$ cat config.mk
export PLATFORM = sky130hd
export DESIGN_NAME = sf3d_front
export DESIGN_NICKNAME = d
export VERILOG_FILES = /design/src/spring_force_3d_unit_defines.svh /design/src/sf3d_pkg.sv /design/src/sf3d_front.sv
export SDC_FILE = /design/constraint.sdc
export NUM_CORES = 1
export LEC_CHECK = 0
export ABC_CLOCK_PERIOD_IN_PS = 8800
export BUFFER_PORTS_ARGS = -buffer_cell sky130_fd_sc_hd__buf_2
export CORE_UTILIZATION = 59
export DETAILED_ROUTE_END_ITERATION = 16
export GPL_TIMING_DRIVEN = 0
export PLACE_DENSITY = 0.88
export SYNTH_ARGS = -nofsm -noshare
export SYNTH_HDL_FRONTEND = slang
export SYNTH_SLANG_ARGS = --single-unit
$ cat constraint.sdc
create_clock -name clk -period 8.8 [get_ports clk]
set_input_delay 0.88 -clock clk [delete_from_list [all_inputs] [get_ports clk]]
set_output_delay 0.88 -clock clk [all_outputs]
set_load 0.1 [all_outputs]
$ cat src/spring_force_3d_unit_defines.svh
// Assertion helpers shared by the spring force RTL.
// All assertions sample on clk and are masked while arst_n is low.
`ifndef SPRING_FORCE_3D_UNIT_DEFINES_SVH
`define SPRING_FORCE_3D_UNIT_DEFINES_SVH

// Same-cycle implication.
`define SF3D_ASSERT_IMP(lbl, pre, post, msg) \
	lbl: assert property (@(posedge clk) disable iff (!arst_n) (pre) |-> (post)) \
		else $error(msg);

// Next-cycle implication.
`define SF3D_ASSERT_NEXT(lbl, pre, post, msg) \
	lbl: assert property (@(posedge clk) disable iff (!arst_n) (pre) |=> (post)) \
		else $error(msg);

`endif

$ cat src/sf3d_pkg.sv
// ----------------------------------------------------------------------------
// sf3d_pkg
// Shared types and constants for the 3D spring force unit.
// ----------------------------------------------------------------------------
`default_nettype none

package sf3d_pkg;

	// Configuration register indexes
	localparam int CFG_IDX_BITS = 2;
	typedef enum logic [CFG_IDX_BITS-1:0] {
		REG_SPRING_CONSTANT = 2'd0,
		REG_REST_LENGTH     = 2'd1
	} cfg_reg_t;

	// Entries in the queue between front and back
	localparam int QUEUE_DEPTH = 4;

	// Per-item classification carried alongside the payload
	typedef struct packed {
		logic       bad;    // request names neither end
		logic       degen;  // ends coincide
		logic       right;  // right end requested
		logic [2:0] dneg;   // sign of each difference
	} side_t;

endpackage

`default_nettype wire

$ cat src/sf3d_front.sv
// ----------------------------------------------------------------------------
// sf3d_front
// Accepts items, forms the endpoint differences and their magnitudes,
// classifies the request and pushes the result into the queue.
// ----------------------------------------------------------------------------
`default_nettype none

module sf3d_front #(
	parameter int W = 32
) (
	input  wire logic                 clk,
	input  wire logic                 arst_n,
	input  wire logic                 in_valid,
	output logic                      in_ready,
	input  wire logic [W-1:0]         left_x,
	input  wire logic [W-1:0]         left_y,
	input  wire logic [W-1:0]         left_z,
	input  wire logic [W-1:0]         right_x,
	input  wire logic [W-1:0]         right_y,
	input  wire logic [W-1:0]         right_z,
	input  wire logic [1:0]           which_end,
	output logic                      push,
	input  wire logic                 full,
	output sf3d_pkg::side_t           push_side,
	output logic [3*(W+1)-1:0]        push_ad
);

	localparam int AW = W + 1;

	logic [AW-1:0] d   [3];
	logic [AW-1:0] mag [3];
	logic          v_s1;
	sf3d_pkg::side_t side_s1;
	logic [3*AW-1:0] ad_s1;

	// sign-extended differences, right minus left
	assign d[0] = {right_x[W-1], right_x} - {left_x[W-1], left_x};
	assign d[1] = {right_y[W-1], right_y} - {left_y[W-1], left_y};
	assign d[2] = {right_z[W-1], right_z} - {left_z[W-1], left_z};

	always_comb begin
		for (int i = 0; i < 3; i++) begin
			mag[i] = d[i][AW-1] ? (~d[i] + AW'(1)) : d[i];
		end
	end

	assign in_ready = !v_s1 || !full;
	assign push     = v_s1 && !full;

	always_ff @(posedge clk or negedge arst_n) begin
		if (!arst_n) begin
			v_s1 <= 1'b0;
		end else if (in_ready) begin
			v_s1 <= in_valid;
		end
	end

	always_ff @(posedge clk) begin
		if (in_ready && in_valid) begin
			side_s1.bad   <= which_end[1];
			side_s1.degen <= (d[0] == '0) && (d[1] == '0) && (d[2] == '0);
			side_s1.right <= (which_end == 2'd1);
			side_s1.dneg  <= {d[2][AW-1], d[1][AW-1], d[0][AW-1]};
			ad_s1         <= {mag[2], mag[1], mag[0]};
		end
	end

	assign push_side = side_s1;
	assign push_ad   = ad_s1;

endmodule

`default_nettype wire

==> reports/summary.txt <==
Post-Place Cell Area -> 13600 µm²
Routed WL per cell -> 16.2 µm
async set or reset register ratio after synthesis -> 0.00943
H-tree levels -> 3
Final Util -> 0.714
Worst-Skew Late Latency -> 0.36 ns
Die ar. -> 20400 µm²
min-delay worst type -> input pin to async pin
GRT Total Usage -> 0.307
Max stage delay on crit path -> 0.42 ns
vias in the first global route -> 10600
Pins Over Slew Limit -> 0
post-synth top area share -> 0.270
first-pass GRT wire length -> 49900 µm
grt ovf -> 0
Top FF cell, synth -> edfxtp_1
routed vias -> 11600
area leader, netlist -> edfxtp_1
P&R area growth vs syn -> 18.8%
CP Launch Point -> right_x[0]
post-synthesis sequential area ratio -> 0.272
number of synthesized flops with an enable pin -> 105
worst-path fanout max -> 5
CP Cell Sequence -> buf_2 -> inv_1 -> ha_1 -> fa_1 -> nand2b_1 -> a211o_1 -> a2bb2oi_2 -> a21boi_1 -> o41ai_1 -> xor2_1 -> nor3b_1 -> o211ai_1 -> or3_1 -> nor3_1 -> ha_1 -> and2_1
CP endpoint kind -> flop
synth warn -> 0
CTS tree -> built
post-synthesis cell type count -> 102
Final ANT Viol Nets -> 0
antenna violations before repair -> 9
chip width -> 143 µm
Die Height -> 143 µm
fillcell total -> 1573
CP Class -> input pin to flop
Clk pin slew, worst setup/hold paths -> 0.08 ns
WP data required -> 8.92 ns
initial core utilization -> 0.601
count leader, synth -> inv_1
TritonRoute pass-1 iters -> 6
Row Count -> 51
Synthesized Nets -> 1686
worst clock skew -> 0.0100 ns
leakage power -> 6.26 nW
slew margin rel. -> 0.355
Post-synth top cells -> inv_1, a21oi_1, nand2_1
Critical R2R Launch -> v_s1
CP Launch Type -> input pin
critical path arrival -> 4.75 ns
Avg Inst Size Synth -> 8.47 µm²
CTS Buf Count -> 9
core area -> 19500 µm²
Hold WS -> 0.289 ns
Multi-input gate area -> 7850 µm²
largest net degree at the start of global routing -> 70
TNS Setup -> 0 ns
max cap viols -> 0
worst reg2reg path depth -> 3
critical path's slowest cell -> o41ai_1
maximum vdd drop -> 0.138 mV
Final nets -> 2002
most used cell, CP -> ha_1
drt total wl -> 31900 µm
clk sinks -> 106
Syn Std Cell Area -> 11700 µm²
routability cong. -> 0.969
layout cell share with drive strength beyond 1 -> 0.237
r2r setup slk -> 6.98 ns
status -> completed
Post-CTS Hold Buffers -> 0
Max Freq -> 0.216 GHz
RR Endpoint -> push_ad[86]
HPWL Detailed -> 25900 µm
Gate Count Post-Synth -> 1381
DR DRC count -> 0
unrepaired setup endpoints after global routing -> no
Hold Violations, Final -> 0
Worst Tran Pin Value -> 0.955 ns
leading post-synthesis cells by cell area -> edfxtp_1, ha_1, xnor2_1
Max clock buf depth -> 2
vias per cell -> 5.87
worst path bufs/invs -> 2
post-CTS sizing -> 0
Ports -> 305
Clock Root Buffer -> clkbuf_16
CP top delay family -> compound AO/OA/AOI/OAI gates
Final Cycle Share -> 0.527
FF+latch area -> 3180 µm²
final setup violation count -> 0
Post-CTS Repair Setup Buffers -> 0
Detailed Route Iter0 Violations -> 801
pwr dens -> 186 nW/µm²
Port-buffer cells -> 304
#FFs+latches synth -> 106
Final Critical Period -> 4.64 ns
Finished Cell Area -> 13900 µm²
flip-flops by register name, summed over array words and instances (netlist names):
name       count
push_side      6
push_ad       99
v_s1           1
cell usage in the layout, fill, tap and decap left out, types with 24 or more instances in the layout:
cell	instances
a21o_1	44
a21oi_1	124
buf_2	322
edfxtp_1	105
ha_1	104
inv_1	126
nand2_1	107
nand3_1	25
nand4_1	24
nor2_1	97
nor3_1	32
o21ai_0	66
xnor2_1	87
xor2_1	68
worst max path at each step:
| stage | slack [ns] | to | depth (start not counted) |
|---|---|---|---|
| 5_1_grt | 3.83 | push_ad[32] | 16 |
| 4_1_cts | 4.16 | push_ad[32] | 16 |
| 6_report | 4.16 | push_ad[32] | 16 |
| 3_3_place_gp | 3.65 | push_ad[86] | 3 |
| 2_1_floorplan | 4.23 | push_ad[0] | 2 |
| 3_5_place_dp | 3.79 | push_ad[32] | 16 |
power breakdown:
group | leakage (nW) | switching (mW) | internal, mW | total (mW)
Sequential | 1.01 | 0.0224 | 0.677 | 0.699
Clock | 0.133 | 0.196 | 0.220 | 0.416
Combinational | 5.11 | 1.08 | 0.395 | 1.48
layout make-up:
| class | count | area share |
|---|---|---|
| plain buffers | 36 | 0.0137 |
| multi-input cells | 1110 | 0.565 |
| diodes | 9 | 0.00162 |
| clock buffers | 9 | 0.0162 |
| clock inverters | 7 | 0.00495 |
| inverters | 129 | 0.0348 |
| flip-flops and latches | 106 | 0.229 |
| repair buffers | 305 | 0.111 |
| well taps | 265 | 0.0239 |
layer usage:
metal	global-route usage	wire (µm)	vias up
met2	0.529	15300	471
li1	-	-	5720
met1	0.380	13300	5340
met4	0.155	1280	0
met5	0	0	-
met3	0.0325	2030	76
through the flow:
stage / power (mW) / setup WS [ns] / instances
floorplan: 1.89 / 4.23 / 1381
global placement: 2.15 / 3.65 / 1950
detailed placement: 2.17 / 3.79 / 1951
CTS: 2.59 / 4.16 / 1967
global route: 2.71 / 3.83 / 1973
finish: 2.59 / 4.16 / 1976
kinds of logic (layout without fill, tap and decap cells):
family | after synthesis | in the layout | synth area share
compound gates | 425 | 425 | 0.246
simple gates | 416 | 416 | 0.186
buf+inv | 165 | 486 | 0.0576
xor+xnor | 155 | 155 | 0.116
fa+ha+maj | 107 | 107 | 0.116
flops | 106 | 106 | 0.272
mux | 7 | 7 | 0.00620
other cells | 0 | 9 | 0
Note: power is estimated with default switching activity, not from simulation.
