## src/spring_force_3d_unit_defines.svh

```systemverilog
// Assertion helpers shared by the spring force RTL.
// All assertions sample on clk and are masked while arst_n is low.
`ifndef SPRING_FORCE_3D_UNIT_DEFINES_SVH
`define SPRING_FORCE_3D_UNIT_DEFINES_SVH

// Same-cycle implication.
`define SF3D_ASSERT_IMP(lbl, pre, post, msg) \
	lbl: assert property (@(posedge clk) disable iff (!arst_n) (pre) |-> (post)) \
		else $error(msg);

// Next-cycle implication.
`define SF3D_ASSERT_NEXT(lbl, pre, post, msg) \
	lbl: assert property (@(posedge clk) disable iff (!arst_n) (pre) |=> (post)) \
		else $error(msg);

`endif

```

## src/sf3d_fifo.sv

```systemverilog
// ----------------------------------------------------------------------------
// sf3d_fifo
// Small register queue decoupling the front from the back.
// ----------------------------------------------------------------------------
`default_nettype none

module sf3d_fifo #(
	parameter int DW    = 8,
	parameter int DEPTH = 4
) (
	input  wire logic          clk,
	input  wire logic          arst_n,
	input  wire logic          push,
	input  wire logic [DW-1:0] wdata,
	output logic               full,
	input  wire logic          pop,
	output logic [DW-1:0]      rdata,
	output logic               empty
);

	localparam int PW = (DEPTH > 1) ? $clog2(DEPTH) : 1;
	localparam int CW = $clog2(DEPTH + 1);

	logic [DW-1:0] mem_q [DEPTH];
	logic [PW-1:0] wr_ptr_q, rd_ptr_q;
	logic [CW-1:0] count_q;
	logic          do_push, do_pop;

	assign full    = (count_q == CW'(DEPTH));
	assign empty   = (count_q == '0);
	assign do_push = push && !full;
	assign do_pop  = pop && !empty;
	assign rdata   = mem_q[rd_ptr_q];

	always_ff @(posedge clk or negedge arst_n) begin
		if (!arst_n) begin
			wr_ptr_q <= '0;
			rd_ptr_q <= '0;
			count_q  <= '0;
		end else begin
			if (do_push) begin
				wr_ptr_q <= (wr_ptr_q == PW'(DEPTH - 1)) ? '0 : wr_ptr_q + PW'(1);
			end
			if (do_pop) begin
				rd_ptr_q <= (rd_ptr_q == PW'(DEPTH - 1)) ? '0 : rd_ptr_q + PW'(1);
			end
			if (do_push && !do_pop) begin
				count_q <= count_q + CW'(1);
			end else if (do_pop && !do_push) begin
				count_q <= count_q - CW'(1);
			end
		end
	end

	always_ff @(posedge clk) begin
		if (do_push) begin
			mem_q[wr_ptr_q] <= wdata;
		end
	end

endmodule

`default_nettype wire

```

## config.mk

```make
export PLATFORM = sky130hd
export DESIGN_NAME = sf3d_fifo
export DESIGN_NICKNAME = d
export VERILOG_FILES = /design/src/spring_force_3d_unit_defines.svh /design/src/sf3d_fifo.sv
export SDC_FILE = /design/constraint.sdc
export NUM_CORES = 1
export LEC_CHECK = 0
export BUFFER_PORTS_ARGS = -buffer_cell sky130_fd_sc_hd__buf_4
export CAP_MARGIN = 0
export CORE_ASPECT_RATIO = 2
export CORE_MARGIN = 2
export CORE_UTILIZATION = 35
export DETAILED_ROUTE_END_ITERATION = 8
export GPL_TIMING_DRIVEN = 0
export PLACE_DENSITY = 0.56
export RECOVER_POWER = 100
export SLEW_MARGIN = 10
export SYNTH_ARGS = -nofsm -noshare
export SYNTH_HDL_FRONTEND = slang
export SYNTH_SLANG_ARGS = --single-unit
```

## constraint.sdc

```tcl
create_clock -name clk -period 1.7 [get_ports clk]
set_input_delay 0.085 -clock clk [delete_from_list [all_inputs] [get_ports clk]]
set_output_delay 0.085 -clock clk [all_outputs]
set_load 0.05 [all_outputs]
```

==> out/metrics.csv, run 1 <==
metric,value,unit
aggregate routed wire length,2600,um
Clock Latency Late Sink,0.28,ns
Num CTS Buffers,5,
Overall Global Routing Usage,11.8,%
number of H-tree levels,2,
half-perimeter wire length of the detailed placement result,1730,um
"flops & latches, synth",39,
vias per cell,4.57,
initial DRC count,16,
endpoint required time on the critical path,1.87,ns
largest cells by area after synthesis,"sky130_fd_sc_hd__edfxtp_1 (59%), sky130_fd_sc_hd__mux4_2 (11%), sky130_fd_sc_hd__dfrtp_1 (11%), sky130_fd_sc_hd__ha_1 (4.6%), sky130_fd_sc_hd__mux2_4 (3.7%)",
final period demand of the worst path,1.84,ns
area of the die,0.00522,sq mm
Clock Tree Buf Depth,2,
Yosys Warn Count,0,
# nets final,139,
count of port buffers added during placement,21,
Synth Net Count,98,
Synth-to-Final Area Change,30.2,%
"most common cell after layout, fill and taps aside",sky130_fd_sc_hd__edfxtp_1,
proportion of layout cells with a drive suffix above 1,47.1,%
DIE HEIGHT,100,um
number of antenna violations at the first check in global routing,0,
crit-path max FO,3,
mean post-synth cell area,20.5,sq um
"area fraction in and, or, nand and nor cells after synthesis",5.49,%
relative slew slack,66.8,%
RD Place Congestion,0.660,
Worst R2R Setup Slack,-0.14,ns
chip width,52.1,um
classification of the worst-slack hold path,in2reg,
portion of netlist area occupied by mux cells,15.5,%
Clock Skews,0.00458,ns
worst slew pin tran,0.497,ns
area share of the largest cell type after synthesis,59.4,%
filler cell count,403,
data arrival time of the critical path,2.01,ns
Critical Path Sink,count_q[1],
post-synthesis adder-cell area fraction,5.88,%
endpoint kind of the worst setup timing path,flip-flop,
core outline area,0.00451,sq mm
Finished Layout Cells,176,
first-pass GRT wire length,4400,um
setup ws final,-0.143,ns
result of the run,finished with violations,
Synth Instances,79,
violated checks,negative setup slack,
critical path type,reg2reg,
most used cells in the layout excluding fill and tap cells,"sky130_fd_sc_hd__edfxtp_1 (32), sky130_fd_sc_hd__buf_4 (22), sky130_fd_sc_hd__clkbuf_1 (10)",
drt wl/cell,14.7,um
area fraction in compound gates after synthesis,0,%
detailed-routing iteration count for the pre-antenna-repair pass,2,
Power Total,4270,uW
Max Slew Vio Count,0,
clock-pin slew of the registers on the worst-case setup and hold paths,0.07,ns
Synth area leader,sky130_fd_sc_hd__edfxtp_1,
I/O pins,22,
maximum VDD drop,0.974,mV
MaxCap Viol Count,0,
sequential cell area fraction in the yosys report,70.2,%
vias in the first global route,907,
Site Rows,35,
startpoint type of the worst setup path,flip-flop,
post-synthesis instance area,0.00162,sq mm
initial standard-cell utilization of the core,35.9,%
Leak,0.000800,uW
Critical R2R Capture,count_q[1],
TritonCTS clock tree,built,
power density cells,2030,mW/mm^2
Finished Core Util,46.7,%
placed cell count,155,
grt total ovfl,0,
logic depth of the worst register-to-register path,6,
maximum number of pins on one net before global-route repair,13,
diode insertion count for antenna repair,0,
count of nets left with antenna violations after detail routing,0,
cell area reported after detailed placement,0.00187,sq mm
final-report setup violation count,2,
worst setup path startpoint,count_q[0],
reg-to-reg startpoint,count_q[0],
RSZ-0062 raised after global routing,true,
remaining routing DRC violations,0,
Root Driver,sky130_fd_sc_hd__clkbuf_8,
clk sink count,39,
vias post-DR,804,
main combinational cell family by area after synthesis,multiplexers,
area share of xor/xnor cells in the synthesized design,1.62,%
number of hold-slack violations in the final timing report,0,
final period utilization,108,%
achievable clock frequency,543,MHz
unique cell type count in the Yosys netlist,19,
final cell area excluding filler cells,0.00211,sq mm
-- registers in the layout (all words and copies together) (netlist names) --
signal	cells
count_q	3
mem_q	32
rd_ptr_q	2
wr_ptr_q	2
-- logic make-up (layout without fill, tap and decap cells) --
logic type               after synthesis  count (layout)
multiplexers                          13              13
AND/OR/NAND/NOR                       12              12
adder cells (fa/ha/maj)                7               7
buffers and inverters                  5              47
flip-flops                            39              39
XOR/XNOR                               3               3
-- worst min-delay path by stage --
| stage | start | end | slack (ns) | cells after the start |
|---|---|---|---|---|
| after global routing | wdata[7] | mem_q[1][7] | 0.08 | 1 |
| final | wdata[7] | mem_q[2][7] | 0.07 | 1 |
| after detailed placement | arst_n | wr_ptr_q[1] | -0.1 | 1 |
| after CTS | wdata[2] | mem_q[0][2] | 0.0008 | 1 |
| after floorplan | arst_n | count_q[0] | -0.21 | 0 |
| after global placement | arst_n | wr_ptr_q[1] | -0.09 | 1 |
-- final cells by class --
class / count / area, sq um / share of cell area (%)
sequential: 39 / 1140 / 54.0
multi-input combinational: 35 / 502 / 23.8
timing repair buffer: 34 / 229 / 10.9
clock buffer: 6 / 72.6 / 3.44
tap: 55 / 68.8 / 3.27
clock inverter: 2 / 60.1 / 2.85
buffer: 2 / 25.0 / 1.19
inverter: 3 / 11.3 / 0.534
-- report_power, final --
group	switching [uW]	leakage [uW]	internal, uW
Combinational	1060	0.000361	889
Clock	301	0.0000654	586
Sequential	138	0.000373	1300
Total	1500	0.000800	2780
-- metal layers --
layer | GRT usage, % | vias to the layer above | routed length [um]
li1 | - | 381 | -
met1 | 13.4 | 394 | 1010
met2 | 20.6 | 23 | 1440
met3 | 2.98 | 6 | 108
met4 | 4.25 | 0 | 42
met5 | 0 | - | 0
-- timing repair --
item,CTS,global route
resized for setup,6,8
setup buffers,7,3
setup endpoints to repair,10,26
hold endpoints to repair,15,0
hold buffers,3,0
pin swaps,3,4
-- synthesized netlist by cell type --
library cell	count
sky130_fd_sc_hd__mux2_4	4
sky130_fd_sc_hd__edfxtp_1	32
sky130_fd_sc_hd__nor2b_4	1
sky130_fd_sc_hd__mux4_2	8
sky130_fd_sc_hd__clkbuf_1	1
sky130_fd_sc_hd__dfrtp_1	7
sky130_fd_sc_hd__and2_1	3
sky130_fd_sc_hd__nor2_1	4
sky130_fd_sc_hd__nand2_1	1
sky130_fd_sc_hd__xor2_1	2
sky130_fd_sc_hd__xnor2_1	1
sky130_fd_sc_hd__nor3_1	1
sky130_fd_sc_hd__ha_1	6
sky130_fd_sc_hd__fa_1	1
sky130_fd_sc_hd__nor3b_4	1
sky130_fd_sc_hd__nand2b_4	1
sky130_fd_sc_hd__mux2_2	1
sky130_fd_sc_hd__inv_1	3
sky130_fd_sc_hd__buf_2	1
-- per-stage QoR --
step	worst slack, ns	hold WS (ns)	TNS, ns
floorplan	-0.500	-0.211	-1.71
global placement	-0.191	-0.0939	-0.353
detailed placement	-0.215	-0.0956	-0.385
CTS	-0.125	0.000776	-0.192
global route	-0.236	0.0837	-0.438
finish	-0.143	0.0729	-0.210
-- critical path: stages, from the launching register on --
cell                      delay (ns)
sky130_fd_sc_hd__dfrtp_2        0.45
sky130_fd_sc_hd__nor3b_4        0.29
sky130_fd_sc_hd__nor2b_4        0.08
sky130_fd_sc_hd__ha_4           0.17
sky130_fd_sc_hd__inv_2          0.05
sky130_fd_sc_hd__fa_2           0.41
sky130_fd_sc_hd__mux2_4         0.27
Power figures use the tool's default switching activity.
==> inputs of run 2 (changes only) <==
- SKIP_CTS_REPAIR_TIMING: unset -> 1
==> out/metrics.csv, run 2 (synthesized netlist as in run 1, its figures left out) <==
metric,value,unit,change
maximum number of pins on one net before global-route repair,13,,unchanged
Hold Path Cell Cnt,1,,unchanged
final-report setup violation count,2,,unchanged
leading registers by flop count,"mem_q: 32 flops, count_q: 3 flops",,
MaxCap Viol Count,0,,unchanged
Critical R2R Capture,count_q[1],,
startpoint type of the worst setup path,flip-flop,,
I/O pins,22,,unchanged
placed cell count,155,,unchanged
grt total ovfl,0,,unchanged
setup ws final,-0.168,ns,-0.0251 ns
worst-path cell with the longest stage delay,sky130_fd_sc_hd__dfrtp_2,,
initial standard-cell utilization of the core,35.9,%,unchanged
critical path type,reg2reg,,
clock-pin slew of the registers on the worst-case setup and hold paths,0.07,ns,about the same
Clock Latency Late Sink,0.28,ns,about the same
first-pass GRT wire length,4170,um,-5.2%
Leak,0.000787,uW,-1.7%
initial DRC count,19,,+3
Overall Global Routing Usage,11.2,%,-0.61 points
result of the run,finished with violations,,
diode insertion count for antenna repair,0,,unchanged
Finished Layout Cells,175,,-0.57%
number of antenna violations at the first check in global routing,0,,unchanged
Largest register FFs,32,,unchanged
endpoint kind of the worst setup timing path,flip-flop,,
number of H-tree levels,2,,unchanged
violated checks,negative setup slack,,
relative slew slack,67.2,%,+0.40 points
met2 wire len,1390,um,-3.5%
reg-to-reg startpoint,count_q[0],,
proportion of layout cells with a drive suffix above 1,45.8,%,-1.3 points
vias per cell,4.58,,+0.20%
drt wl/cell,14.6,um,-1.3%
Site Rows,35,,unchanged
power density cells,2010,mW/mm^2,-0.87%
crit-path max FO,4,,+1
Power Total,4200,uW,-1.8%
RSZ-0062 raised after global routing,true,,
clk sink count,39,,unchanged
count of nets left with antenna violations after detail routing,0,,unchanged
vias post-DR,801,,-0.37%
worst slew pin tran,0.491,ns,-0.00592 ns
maximum cell stage delay along the critical path,0.45,ns,about the same
# nets final,138,,-0.72%
Root Driver,sky130_fd_sc_hd__clkbuf_8,,
Clock Skews,0.00528,ns,+0.000699 ns
final period demand of the worst path,1.87,ns,+0.0251 ns
achievable clock frequency,535,MHz,-1.3%
aggregate routed wire length,2550,um,-1.8%
classification of the worst-slack hold path,in2reg,,
detailed-routing iteration count for the pre-antenna-repair pass,2,,unchanged
RD Place Congestion,0.660,,unchanged
"most common cell after layout, fill and taps aside",sky130_fd_sc_hd__edfxtp_1,,
Num CTS Buffers,5,,unchanged
logic depth of the worst register-to-register path,6,,unchanged
Max Slew Vio Count,0,,unchanged
DIE HEIGHT,100,um,unchanged
sink of the worst hold path,mem_q[2][7],,
Clock Tree Buf Depth,2,,unchanged
wire length on met1,1030,um,+2.4%
remaining routing DRC violations,0,,unchanged
area of the die,0.00522,sq mm,unchanged
TritonCTS clock tree,built,,
endpoint required time on the critical path,1.87,ns,about the same
data arrival time of the critical path,2.03,ns,+0.02 ns
highest routed layer,met4,,
most flop-heavy register,mem_q,,
"critical path, cell by cell",nor3b_4 > nor2b_4 > ha_4 > inv_2 > fa_2 > mux2_2,,
Worst R2R Setup Slack,-0.17,ns,-0.03 ns
number of hold-slack violations in the final timing report,0,,unchanged
count of port buffers added during placement,21,,unchanged
filler cell count,408,,+1.2%
total met3 wirelength after detailed routing,100,um,-7.4%
maximum VDD drop,0.975,mV,+0.10%
half-perimeter wire length of the detailed placement result,1730,um,unchanged
vias in the first global route,826,,-8.9%
final period utilization,110,%,+1.5 points
chip width,52.1,um,unchanged
worst min-delay path startpoint,wdata[7],,
Synth-to-Final Area Change,29.1,%,
core outline area,0.00451,sq mm,unchanged
most used cells in the layout excluding fill and tap cells,"sky130_fd_sc_hd__edfxtp_1 (32), sky130_fd_sc_hd__buf_4 (20), sky130_fd_sc_hd__clkbuf_1 (10)",,
run 2: critical path, delay by kind of cell (launching register included):
kind / cells / cell delay [ns]
adder cells (fa/ha/maj): 2 / 0.59
flip-flops: 1 / 0.45
AND/OR/NAND/NOR: 2 / 0.41
multiplexers: 1 / 0.26
buffers and inverters: 1 / 0.05
run 2: per-layer routing:
metal,track usage (%),vias up
li1,-,380
met1,13.6,394
met2,18.6,22
met3,2.98,5
met4,4.25,0
met5,0,-
run 2: through the flow:
step / TNS, ns / instance area (sq um) / utilization (%) / hold WS (ns) / worst slack, ns
final: -0.250 / 2090 / 46.3 / 0.0750 / -0.168
after CTS: -1.51 / 2000 / 44.4 / -0.401 / -0.229
after detailed placement: -0.385 / 1870 / 41.5 / -0.0956 / -0.215
after global placement: -0.353 / 1870 / 41.5 / -0.0939 / -0.191
after floorplan: -1.71 / 1650 / - / -0.211 / -0.500
after global routing: -0.481 / 2090 / 46.3 / 0.0837 / -0.245
run 2: worst max-delay path by stage:
| stage | from | endpoint |
|---|---|---|
| finish | count_q[0] | count_q[1] |
| global route | count_q[2] | count_q[2] |
| CTS | count_q[0] | count_q[1] |
| global placement | count_q[0] | count_q[1] |
| floorplan | count_q[0] | count_q[1] |
| detailed placement | count_q[0] | count_q[1] |
run 2: power breakdown:
part	internal (uW)	switching (uW)
Sequential	1300	141
Combinational	835	1040
Clock	586	298
Total	2720	1480
run 2: area by class of cell:
cell class	count	area, sq um	area share, %
Inverter	3	11.3	0.539
Timing Repair Buffer	33	219	10.5
Buffer	2	25.0	1.20
Clock buffer	6	72.6	3.48
Multi-Input combinational cell	35	493	23.6
Clock inverter	2	60.1	2.88
Sequential cell	39	1140	54.5
Tap cell	55	68.8	3.30
